[src/design/rmeu_pkg.sv]
// shared constants, opcodes and controller/datapath command types
`default_nettype none
package rmeu_pkg;
  localparam int unsigned PARAM_REGS   = 8;
  localparam int unsigned GENERAL_REGS = 32;
  localparam int unsigned DATA_W       = 64;
  localparam int unsigned IDX_W        = 5;
  localparam int unsigned MODE_W       = 4;
  localparam logic [IDX_W-1:0] PMASK   = 5'd7;
  localparam logic [IDX_W-1:0] GMASK   = 5'd31;

  localparam logic [MODE_W-1:0] OP_MOVCONST = 4'd0;
  localparam logic [MODE_W-1:0] OP_MOVE     = 4'd1;
  localparam logic [MODE_W-1:0] OP_ADD      = 4'd2;
  localparam logic [MODE_W-1:0] OP_SUB      = 4'd3;
  localparam logic [MODE_W-1:0] OP_MUL      = 4'd4;
  localparam logic [MODE_W-1:0] OP_DIV      = 4'd5;
  localparam logic [MODE_W-1:0] OP_AND      = 4'd6;
  localparam logic [MODE_W-1:0] OP_OR       = 4'd7;
  localparam logic [MODE_W-1:0] OP_XOR      = 4'd8;
  localparam logic [MODE_W-1:0] OP_RETVAL   = 4'd9;
  localparam logic [MODE_W-1:0] OP_RETVOID  = 4'd10;

  localparam logic [1:0] KIND_CONST = 2'd1;
  localparam logic [1:0] KIND_REG   = 2'd2;

  typedef struct packed {
    logic load;      // capture transaction, read operands
    logic start_mul;
    logic start_div;
    logic commit;    // write back and build result
  } cmd_t;

  typedef struct packed {
    logic mul_done;
    logic div_done;
    logic finished;
  } sts_t;
endpackage
`default_nettype wire

[src/design/rmeu_ctrl.sv]
// controller state machine: fetch, execute wait, result handshake
`default_nettype none
module rmeu_ctrl (
  input  wire logic                         clk_i,
  input  wire logic                         rst_ni,
  input  wire logic                         in_valid_i,
  output logic                              in_ready_o,
  output logic                              out_valid_o,
  input  wire logic                         out_ready_i,
  input  wire logic [rmeu_pkg::MODE_W-1:0]  mode_i,
  input  wire rmeu_pkg::sts_t               sts_i,
  output rmeu_pkg::cmd_t                    cmd_o
);
  localparam logic [1:0] S_IDLE = 2'd0;
  localparam logic [1:0] S_EXEC = 2'd1;
  localparam logic [1:0] S_WAIT = 2'd2;

  logic [1:0] state_q, state_d;
  logic [rmeu_pkg::MODE_W-1:0] mode_q;
  logic ovalid_q, ovalid_d;
  logic in_acc, out_free;

  assign out_free    = !ovalid_q || out_ready_i;
  assign in_ready_o  = (state_q == S_IDLE);
  assign in_acc      = in_valid_i && in_ready_o;
  assign out_valid_o = ovalid_q;

  always_comb begin
    state_d  = state_q;
    ovalid_d = ovalid_q && !out_ready_i;
    cmd_o    = '0;
    cmd_o.load = in_acc;
    case (state_q)
      S_IDLE: if (in_acc) state_d = S_EXEC;
      S_EXEC: begin
        if (!sts_i.finished && mode_q == rmeu_pkg::OP_MUL) begin
          cmd_o.start_mul = 1'b1;
          state_d = S_WAIT;
        end else if (!sts_i.finished && mode_q == rmeu_pkg::OP_DIV) begin
          cmd_o.start_div = 1'b1;
          state_d = S_WAIT;
        end else if (out_free) begin
          cmd_o.commit = 1'b1;
          ovalid_d = 1'b1;
          state_d = S_IDLE;
        end
      end
      S_WAIT: begin
        if ((sts_i.mul_done || sts_i.div_done) && out_free) begin
          cmd_o.commit = 1'b1;
          ovalid_d = 1'b1;
          state_d = S_IDLE;
        end else if (sts_i.mul_done || sts_i.div_done) begin
          state_d = S_EXEC;
        end
      end
      default: state_d = S_IDLE;
    endcase
  end

  always_ff @(posedge clk_i or negedge rst_ni) begin
    if (!rst_ni) begin
      state_q  <= S_IDLE;
      ovalid_q <= 1'b0;
      mode_q   <= '0;
    end else begin
      state_q  <= state_d;
      ovalid_q <= ovalid_d;
      if (in_acc) mode_q <= mode_i;
      if (state_q == S_WAIT && (sts_i.mul_done || sts_i.div_done) && !out_free) begin
        mode_q <= rmeu_pkg::OP_MOVCONST;
      end
    end
  end
endmodule
`default_nettype wire

[config.mk]
export PLATFORM = sky130hd
export DESIGN_NAME = rmeu_ctrl
export DESIGN_NICKNAME = d
export VERILOG_FILES = /design/src/design/rmeu_pkg.sv /design/src/design/rmeu_ctrl.sv
export SDC_FILE = /design/constraint.sdc
export NUM_CORES = 1
export LEC_CHECK = 0
export BUFFER_PORTS_ARGS = -buffer_cell sky130_fd_sc_hd__buf_2
export CORE_MARGIN = 1.5
export CORE_UTILIZATION = 35
export CTS_CLUSTER_DIAMETER = 200
export DETAILED_ROUTE_END_ITERATION = 7
export SLEW_MARGIN = 10
export SYNTH_ARGS = -nofsm -noshare
export SYNTH_HDL_FRONTEND = slang
export SYNTH_SLANG_ARGS = --single-unit
[constraint.sdc]
create_clock -name clk_i -period 4.6 [get_ports clk_i]
set_input_delay 0.69 -clock clk_i [delete_from_list [all_inputs] [get_ports clk_i]]
set_output_delay 0.69 -clock clk_i [all_outputs]
set_load 0.02 [all_outputs]
# [Word level (Yosys, flattened, before mapping)]
# Index checks and enable logic that the tools add are counted.
[word_totals] reg_bits=7 inputBits=11 out_inout_bits=6 elab_cells=48
[op_classes] n_reduce_logical=16 n_eq_ne=7 muxes=22
[op_table] cell="2-bit two-way mux" n=8
[op_table] cell="1-bit two-way mux" n=9
[op_table] cell="4-bit by 3-bit equality test with 1-bit output, second input constant" n=2
[op_table] cell="4-bit two-way mux" n=2
[op_table] cell="1-bit logical AND" n=7
[op_table] cell="2-bit case mux with 3 select lines" n=1
[op_table] cell="1-bit logical NOT" n=4
[op_table] cell="4-bit != test, second input constant" n=1
[op_table] cell="1-bit case mux with 2 select lines" n=2
[op_table] cell="3-bit != test, second input constant" n=1
[op_table] cell="3-bit AND reduction" n=1
[op_table] cell="2-bit by 1-bit equality test with 1-bit output, second input constant" n=1
[op_table] cell="2-bit equality test, second input constant" n=1
[op_table] cell="2-bit logical NOT" n=1
[op_table] cell="1-bit logical OR" n=2
[op_table] cell="2-bit by 1-bit != test with 1-bit output, second input constant" n=1
[op_table] cell="2-bit nonzero test" n=1

# [Longest topological paths before layout]
# Gate-level depths: netlist of run 1.
[depth] word_depth=6 ltp_mapped=6

# [Worst setup path before layout of run 1]
# OpenSTA, ideal clock, no wires.
[synth_timing] path_type="input to output" from="input sts_i[0] (netlist name)" to="output cmd_o[2] (netlist name)" stages=3 t_arrival_ns=1.354 n_path_buf=0 setup_slack_ns=2.556 cell_sequence="nor4b_4 -> nand2_1 -> nor2_1"
[synth_lines] element="from (decl)" line_no="rmeu_ctrl.sv:11" source="input wire rmeu_pkg::sts_t sts_i,"
[synth_lines] element="to (decl)" line_no="rmeu_ctrl.sv:12" source="output rmeu_pkg::cmd_t cmd_o"

==> out/results.tsv, run 1 <==
metric	value	unit
status	finished, final reports clean	
First-pass DRT Iterations	4	
Detailed Route WL	864	µm
reg2reg start	state_q[0]	
CP Class	input pin to output port	
Net Switching	0.142	mW
Layout area overhead	23.9	%
path category of the worst min-delay check	input pin to async pin	
post-CTS resize count	0	
via/cell ratio	4.57	
CTS Hold Bufs	0	
synth top area cells	dfrtp_1, ha_1, nand2_1	
Top FF cell, synth	dfrtp_1	
vias	407	
Max Clock Skew	0.190	ps
setup bufs post-CTS	0	
DR DRC count	0	
measured slew at the worst slew-check pin	304	ps
Commonest cells post-synth	nand2_1, a21oi_1, dfrtp_1	
WP data required	3910	ps
element type at the critical path end	output port	
routed len/inst	9.71	µm
Core Box Area	1300	µm²
largest net degree at the start of global routing	8	
Mapped Avg Cell Area	8.94	µm²
syn nets	70	
Cell Pwr Density	572	nW/µm²
Fmax	453	MHz
total die area	1640	µm²
Hold Slack	266	ps
RSZ-0062 raised after global routing	false	
GRT Residual Overflow	0	
pre-CTS setup slack	2390	ps
cell taking the most area after synthesis	dfrtp_1	
Port-buffer cells	16	
Max Root-Sink Buffers	2	
Combinational Power Share	0.531	
sequential fraction of design power	0.316	
DP Wirelength	726	µm
Core Util, Final	0.468	
final setup TNS	0	ps
number of synthesized flops with an enable pin	0	
Final ANT Viol Nets	0	
period utilization	0.480	
FFs w/ async S/R, synth	1.00	
Initial DRC Count	2	
GRT Util Overall	0.141	
Max IR drop VDD	252	µV
Sink Count	7	
P_leak	0.326	nW
# nets final	90	
crit-path max FO	3	
Max Slew Vio Count	0	
CTS Root Cell	clkbuf_4	
Ant. Diodes	0	
Layout Cells excl Fill	89	
Placed Cells	85	
worst setup margin	2390	ps
Synth cell types	18	
part of the power in the clock network	0.153	
Yosys reg bits	7	
row cnt	13	
Sw Ratio	0.408	
Ys Warns	0	
Slew Limit Headroom	0.797	
CP Launch Point	sts_i[0]	
Seq/Total Area, Yosys	0.356	
worst-skew pair later-pin latency	250	ps
CTS H-tree lvls	1	
CTS tree	done	
clock-pin slew on the worst setup and hold paths	50	ps
Hold Vio Cnt, Final	0	
area share of the leading cell type in the synthesized netlist	0.356	
count leader, synth	nand2_1	
first-pass GRT wire length	1450	µm
vias in the first global route	372	
Starting Density	0.378	
DIE WIDTH	40.5	µm
Worst setup SP type	input pin	
Die Height	40.5	µm
Max Cap Violations	0	
internal power	0.206	mW
worst path arrival time	1520	ps
GP Congestion	0.788	
layout cells sized above 1	0.338	
Post-Syn Instances	55	
Final min period	2210	ps
setup violators final	0	
initial antenna violation count	0	
number of buffers created by CTS	3	
Mapped Area	492	µm²
IO Count	17	
## area by class of cell
| type | count | area [µm²] |
|---|---|---|
| Inverter | 5 | 18.8 |
| Clock buffer | 4 | 26.3 |
| Timing Repair Buffer | 16 | 80.1 |
| Tap cell | 15 | 18.8 |
| Multi-Input combinational cell | 42 | 290 |
| Fill cell | 148 | 692 |
| Sequential cell | 7 | 175 |
## registers in the layout, indices dropped and copies added (netlist names)
| signal | count |
|---|---|
| mode_q | 4 |
| out_valid_o | 1 |
| state_q | 2 |
## worst max-delay path, cell delays in order
cell and delay, ps:
buf_2 110, nor4b_4 300, nand2b_4 200, a21oi_1 60
buf_2 160
## cell usage in the layout, fill, tap and decap left out, types with 2 or more instances in the layout
master,Yosys,layout
buf_2,0,16
nand2_1,12,12
a21oi_1,7,7
dfrtp_1,7,7
inv_1,5,5
nor2_1,5,5
ha_1,4,4
nor3_1,3,3
clkbuf_4,0,3
o21ai_0,2,2
## cell families (layout without fill, tap and decap cells)
family / Yosys count / count (layout) / synth area share
fa+ha+maj: 4 / 4 / 0.102
simple gates: 25 / 25 / 0.277
buf+inv: 6 / 25 / 0.0534
mux: 1 / 1 / 0.0305
flops: 7 / 7 / 0.356
compound gates: 12 / 12 / 0.181
## metal layers
layer / wire (µm) / vias to the layer above / part of all wire / global-route usage
li1: - / 222 / - / -
met3: 58 / 0 / 0.067 / 0.0833
met5: 0 / - / 0 / 0
met4: 0 / 0 / 0 / 0.0250
met1: 422 / 174 / 0.49 / 0.169
met2: 383 / 11 / 0.44 / 0.218
## final timing paths
path                         endpoint  slack (ps)  cells after the start
min in group clk_i         state_q[1]         530                      1
hold / removal              mode_q[1]         270                      1
max in group asynchronous   mode_q[3]        4180                      1
setup / recovery             cmd_o[0]        2390                      5
hold reg to reg            state_q[1]         530                      1
setup reg to reg           state_q[0]        3030                      5
## stage by stage
step / area [µm²] / power (mW)
global placement: 583 / 0.296
CTS: 609 / 0.354
finish: 609 / 0.348
floorplan: 492 / 0.259
detailed placement: 583 / 0.297
global route: 609 / 0.379
## power groups by stage
stage | registers (mW) | logic [mW] | clock network, mW
final | 0.110 | 0.185 | 0.0535
after detailed placement | 0.111 | 0.185 | 0
after floorplan | 0.110 | 0.149 | 0
after CTS | 0.110 | 0.187 | 0.0560
after global routing | 0.113 | 0.205 | 0.0606
after global placement | 0.110 | 0.186 | 0
Note: power is estimated with default switching activity, not from simulation.
==> run 2, diff against run 1 <==
==> constraint.sdc (replaced) <==
create_clock -name clk_i -period 1.8 [get_ports clk_i]
set_input_delay 0.27 -clock clk_i [delete_from_list [all_inputs] [get_ports clk_i]]
set_output_delay 0.27 -clock clk_i [all_outputs]
set_load 0.02 [all_outputs]
==> run 2 against run 1 <==
  * Register-to-register slack got worse by 2700 ps
  * Die area did not move
  * Combinational power rose to 2.8 times the previous value
  * Clock skew rose by 1.7 ps
  * Flip-flop and latch count did not move
  * Wire length rose by 14%
  * Design area rose by 4.1%
  * Utilization rose by 1.9 points
  * Sequential share of layout area fell by 1.1 points
  * Power rose to 2.7 times the previous value
  * Global-route usage rose by 1.1 points
  * Worst hold slack got worse by 9.1 ps
  * Largest cell class unchanged
==> out/results.tsv, run 2 (synthesized netlist as in run 1, its figures left out) <==
metric	value	unit	change
DR DRC count	0		unchanged
first-pass GRT wire length	1570	µm	was 1450 µm
Critical Path Sink	cmd_o[0]		unchanged
# nets final	92		was 90
CP Launch Point	state_q[1]		was sts_i[0]
Crit-path slowest cell	dfrtp_1		was nor4b_4
number of buffers created by CTS	3		unchanged
Layout Cells excl Fill	91		was 89
Hold Vio Cnt, Final	0		unchanged
RR Endpoint	state_q[0]		unchanged
path category of the worst min-delay check	input pin to flip-flop		was input pin to async pin
R2R setup slack	290	ps	was 3030 ps
Largest Register	mode_q		unchanged
Slew Limit Headroom	0.803		was 0.797
Layout area overhead	29.0	%	was 23.9%
Largest register FFs	4		unchanged
Sink Count	7		unchanged
vias	428		was 407
GR Layer Usage met1	0.182		was 0.169
Starting Density	0.378		unchanged
Initial DRC Count	6		was 2
initial antenna violation count	0		unchanged
clock-pin slew on the worst setup and hold paths	50	ps	about the same
Cell Pwr Density	1470	nW/µm²	was 572 nW/µm²
reg2reg start	state_q[1]		was state_q[0]
Max Clock Skew	1.94	ps	was 0.190 ps
Fmax	600	MHz	
met3 global-route usage	0.0833		unchanged
Core Box Area	1300	µm²	unchanged
setup violators final	0		unchanged
Port-buffer cells	16		unchanged
Max Slew Vio Count	0		unchanged
Detailed Route WL	984	µm	was 864 µm
layout cells sized above 1	0.395		was 0.338
measured slew at the worst slew-check pin	295	ps	was 304 ps
Final ANT Viol Nets	0		unchanged
GRT Residual Overflow	0		unchanged
Worst setup SP type	flip-flop		was input pin
largest net degree at the start of global routing	8		unchanged
DP Wirelength	839	µm	was 726 µm
vias in the first global route	386		was 372
P_leak	0.331	nW	was 0.326 nW
CP Class	flip-flop to output port		was input pin to output port
Ant. Diodes	0		unchanged
CP Cell Sequence	inv_1 > ha_2 > nand2_1 > a21oi_1 > buf_2		was buf_2 > nor4b_4 > nand2b_4 > a21oi_1 > buf_2
Reg area	175	µm²	unchanged
Max Cap Violations	0		unchanged
worst-skew pair later-pin latency	250	ps	about the same
Multi-input gate area	298	µm²	was 290 µm²
via/cell ratio	4.70		was 4.57
GP Congestion	0.757		was 0.788
total die area	1640	µm²	unchanged
Placed Cells	85		unchanged
FF-to-FF path depth	5		unchanged
most frequent cells in the layout	buf_2, nand2_1, a21oi_1, dfrtp_1, nor2_1		was buf_2, nand2_1, a21oi_1, dfrtp_1
RSZ-0062 raised after global routing	false		unchanged
gr busiest metal	met2		unchanged
WP data required	1530	ps	was 3910 ps
Die Height	40.5	µm	unchanged
Max IR drop VDD	684	µV	was 252 µV
worst setup margin	133	ps	was 2390 ps
crit-path max cell delay	400	ps	was 300 ps
CTS tree	done		unchanged
DIE WIDTH	40.5	µm	unchanged
met2 Usage GRT	0.254		was 0.218
routed len/inst	10.8	µm	was 9.71 µm
First-pass DRT Iterations	4		unchanged
Max Root-Sink Buffers	2		unchanged
status	finished, final reports clean		unchanged
worst path arrival time	1400	ps	was 1520 ps
CTS Root Cell	clkbuf_4		unchanged
CTS H-tree lvls	1		unchanged
final setup TNS	0	ps	unchanged
IO Count	17		unchanged
period utilization	0.926		
GRT Util Overall	0.152		was 0.141
element type at the critical path end	output port		unchanged
most common cell after layout, fill and taps aside	buf_2		unchanged
Final min period	1670	ps	
Tot Pwr	0.931	mW	was 0.348 mW
row cnt	13		unchanged
crit-path max FO	4		was 3
fillers	150		was 148
pre-CTS setup slack	218	ps	was 2390 ps
[run 2: cell types whose count changed in the layout (fill, tap and decap cells not counted)]
| cell | delta |
|---|---|
| nand2_1 | -1 |
| ha_2 | +2 |
| ha_1 | -2 |
| nand2_2 | +1 |
| inv_2 | +1 |
| buf_4 | +1 |
| dlygate4sd3_1 | +1 |
| inv_1 | -1 |
[run 2: layer usage]
layer	up-vias	wire [µm]
li1	223	-
met1	195	424
met2	10	502
met3	0	57
met4	0	0
met5	-	0
[run 2: worst max-delay path: cells and delay by family (launching register included)]
family | cells | cell delay, ps
AOI/OAI and AO/OA | 1 | 100
adders and majority gates | 1 | 340
and+or+nand+nor | 1 | 50
buffers and inverters | 2 | 250
DFF | 1 | 400
[run 2: final cells by class]
class	instances	area share
clock buffers	4	0.0414
flip-flops and latches	7	0.276
repair buffers	18	0.154
multi-input cells	42	0.469
inverters	5	0.0296
well taps	15	0.0296
[run 2: where the power goes]
| group | switching [mW] | internal, mW | leakage [nW] | total [mW] |
|---|---|---|---|---|
| Combinational | 0.270 | 0.240 | 0.228 | 0.510 |
| Clock | 0.0523 | 0.0842 | 0.0150 | 0.136 |
| Sequential | 0.0595 | 0.225 | 0.0885 | 0.284 |
[run 2: what timing repair did]
item | CTS | global route
setup endpoints to repair | 0 | 2
endpoints found under the hold margin | 7 | 0
gates resized for setup | 0 | 4
buffers inserted | 0 | 1
hold buffers | 1 | 0
[run 2: through the flow]
step,util,area (µm²),hold slack [ps]
2_1_floorplan,-,492,-25.6
3_3_place_gp,0.448,583,112
3_5_place_dp,0.448,583,112
4_1_cts,0.476,619,250
5_1_grt,0.488,634,255
6_report,0.488,634,257
[run 2: how the worst min path moves through the flow]
stage              start        end  slack [ps]  depth (start not counted)
3_5_place_dp      rst_ni  mode_q[2]         110                          1
6_report       mode_i[3]  mode_q[3]         260                          3
3_3_place_gp      rst_ni  mode_q[2]         110                          1
5_1_grt        mode_i[1]  mode_q[1]         250                          3
2_1_floorplan     rst_ni  mode_q[0]         -30                          0
4_1_cts        mode_i[3]  mode_q[3]         250                          3
==> run 3, diff against run 2 <==
--- a/config.mk
+++ b/config.mk
@@ -10,6 +10,7 @@
 export CORE_UTILIZATION = 35
 export CTS_CLUSTER_DIAMETER = 200
 export DETAILED_ROUTE_END_ITERATION = 7
+export REMOVE_ABC_BUFFERS = 1
 export SLEW_MARGIN = 10
 export SYNTH_ARGS = -nofsm -noshare
 export SYNTH_HDL_FRONTEND = slang
==> run 3 against run 2 <==
  * Global-route usage is 1.3 points lower
  * Sequential power down 1%
  * Critical endpoint is now cmd_o[3]
  * Flip-flop and latch count unchanged
  * Sequential share of layout area decreased by 1.0 points
  * Design area rose by 3.9%
  * Clock power grew 3%
  * Clock-buffer cell count did not move
==> out/results.tsv, run 3 (synthesized netlist as in run 1, its figures left out) <==
metric	value	unit	change
worst-skew pair later-pin latency	250	ps	about the same
HP Start	mode_i[2]		was mode_i[3]
Critical Path Sink	cmd_o[3]		was cmd_o[0]
Max Slew Vio Count	0		unchanged
post-route cell area	659	µm²	was 634 µm²
GR Layer Usage met1	0.164		was 0.182
GRT Residual Overflow	0		unchanged
Max IR drop VDD	647	µV	was 684 µV
Fmax	587	MHz	was 600 MHz
Ant. Diodes	0		unchanged
Multi-input gate area	298	µm²	unchanged
Final ANT Viol Nets	0		unchanged
most common cell after layout, fill and taps aside	buf_2		unchanged
routed len/inst	11.3	µm	was 10.8 µm
crit-path max FO	5		was 4
vias in the first global route	362		was 386
fillers	138		was 150
CP Class	flip-flop to output port		unchanged
worst setup margin	96.1	ps	was 133 ps
layout cells sized above 1	0.418		was 0.395
Slew Limit Headroom	0.794		was 0.803
First-pass DRT Iterations	3		was 4
vias	449		was 428
DP Wirelength	765	µm	was 839 µm
IO Count	17		unchanged
Hold Slack	254	ps	was 257 ps
Starting Density	0.378		unchanged
Detailed Route WL	1060	µm	was 984 µm
Placed Area	583	µm²	unchanged
Largest register FFs	4		unchanged
FF-to-FF path depth	5		unchanged
CTS Root Cell	clkbuf_4		unchanged
DIE WIDTH	40.5	µm	unchanged
Max Root-Sink Buffers	2		unchanged
Cell Pwr Density	1480	nW/µm²	was 1470 nW/µm²
largest net degree at the start of global routing	8		unchanged
Port-buffer cells	16		unchanged
Hold Vio Cnt, Final	0		unchanged
total die area	1640	µm²	unchanged
Reg area	175	µm²	unchanged
Core Box Area	1300	µm²	unchanged
measured slew at the worst slew-check pin	308	ps	was 295 ps
Initial DRC Count	7		was 6
Largest Register	mode_q		unchanged
CP Launch Point	state_q[0]		was state_q[1]
Final min period	1700	ps	was 1670 ps
Max Cap Violations	0		unchanged
DR DRC count	0		unchanged
met3 global-route usage	0.0833		unchanged
GP Congestion	0.787		was 0.757
reg2reg start	state_q[0]		was state_q[1]
clock-pin slew on the worst setup and hold paths	50	ps	about the same
worst path arrival time	1430	ps	was 1400 ps
met2 Usage GRT	0.218		was 0.254
GRT Util Overall	0.139		was 0.152
final setup TNS	0	ps	unchanged
Sink Count	7		unchanged
first-pass GRT wire length	1450	µm	was 1570 µm
R2R setup slack	190	ps	was 290 ps
Layout area overhead	34.1	%	was 29.0%
via/cell ratio	4.78		was 4.70
most frequent cells in the layout	buf_2, nand2_1, a21oi_1, dfrtp_1		was buf_2, nand2_1, a21oi_1, dfrtp_1, nor2_1
CTS tree	done		unchanged
pre-CTS setup slack	234	ps	was 218 ps
Worst setup SP type	flip-flop		unchanged
Die Height	40.5	µm	unchanged
status	finished, final reports clean		unchanged
period utilization	0.947		was 0.926
row cnt	13		unchanged
number of buffers created by CTS	3		unchanged
WP data required	1530	ps	about the same
P_leak	0.347	nW	was 0.331 nW
Max Clock Skew	4.29	ps	was 1.94 ps
CTS H-tree lvls	1		unchanged
RR Endpoint	state_q[0]		unchanged
# nets final	95		was 92
initial antenna violation count	0		unchanged
path category of the worst min-delay check	input pin to flip-flop		unchanged
gr busiest metal	met2		unchanged
element type at the critical path end	output port		unchanged
setup violators final	0		unchanged
run 3: changes by cell type in the layout (fill, tap and decap cells not counted), sizes merged:
cell	before	now
buf	17	20
run 3: metal layers:
metal | up-vias | part of all wire
li1 | 233 | -
met1 | 208 | 0.43
met2 | 8 | 0.51
met3 | 0 | 0.054
met4 | 0 | 0
met5 | - | 0
run 3: worst min path at each step:
| stage | endpoint | slack, ps | cells after the start |
|---|---|---|---|
| global route | mode_q[1] | 250 | 3 |
| global placement | mode_q[2] | 110 | 1 |
| floorplan | mode_q[0] | -30 | 0 |
| detailed placement | mode_q[2] | 110 | 1 |
| finish | mode_q[2] | 250 | 3 |
| CTS | mode_q[2] | 250 | 3 |
run 3: report_power, final:
part	total, mW	leakage [nW]	internal, mW	switching [mW]
Combinational	0.556	0.243	0.266	0.290
Clock	0.140	0.0150	0.0844	0.0552
Sequential	0.280	0.0885	0.225	0.0552
run 3: worst max-delay path, stage by stage (launching register included):
cell and delay [ps]:
dfrtp_1 410, inv_1 110, ha_1 270, nand2_2 130, inv_2 110, buf_2 160
run 3: through the flow:
| step | utilization | cells | power (mW) |
|---|---|---|---|
| floorplan | - | 54 | 0.652 |
| global placement | 0.448 | 85 | 0.759 |
| detailed placement | 0.448 | 85 | 0.766 |
| CTS | 0.476 | 90 | 0.911 |
| global route | 0.507 | 94 | 1.05 |
| finish | 0.507 | 94 | 0.975 |
run 3: final cells by class:
class / count / area share
clock buffer: 4 / 0.0398
inverter: 5 / 0.0285
multi-input combinational: 42 / 0.452
sequential: 7 / 0.266
tap: 15 / 0.0285
timing repair buffer: 21 / 0.186
run 3: timing repair:
item | in CTS | in global routing
hold buffers | 1 | 0
setup endpoints to repair | 0 | 2
gates resized for setup | 0 | 6
hold endpoints to repair | 7 | 0
setup buffers | 0 | 4
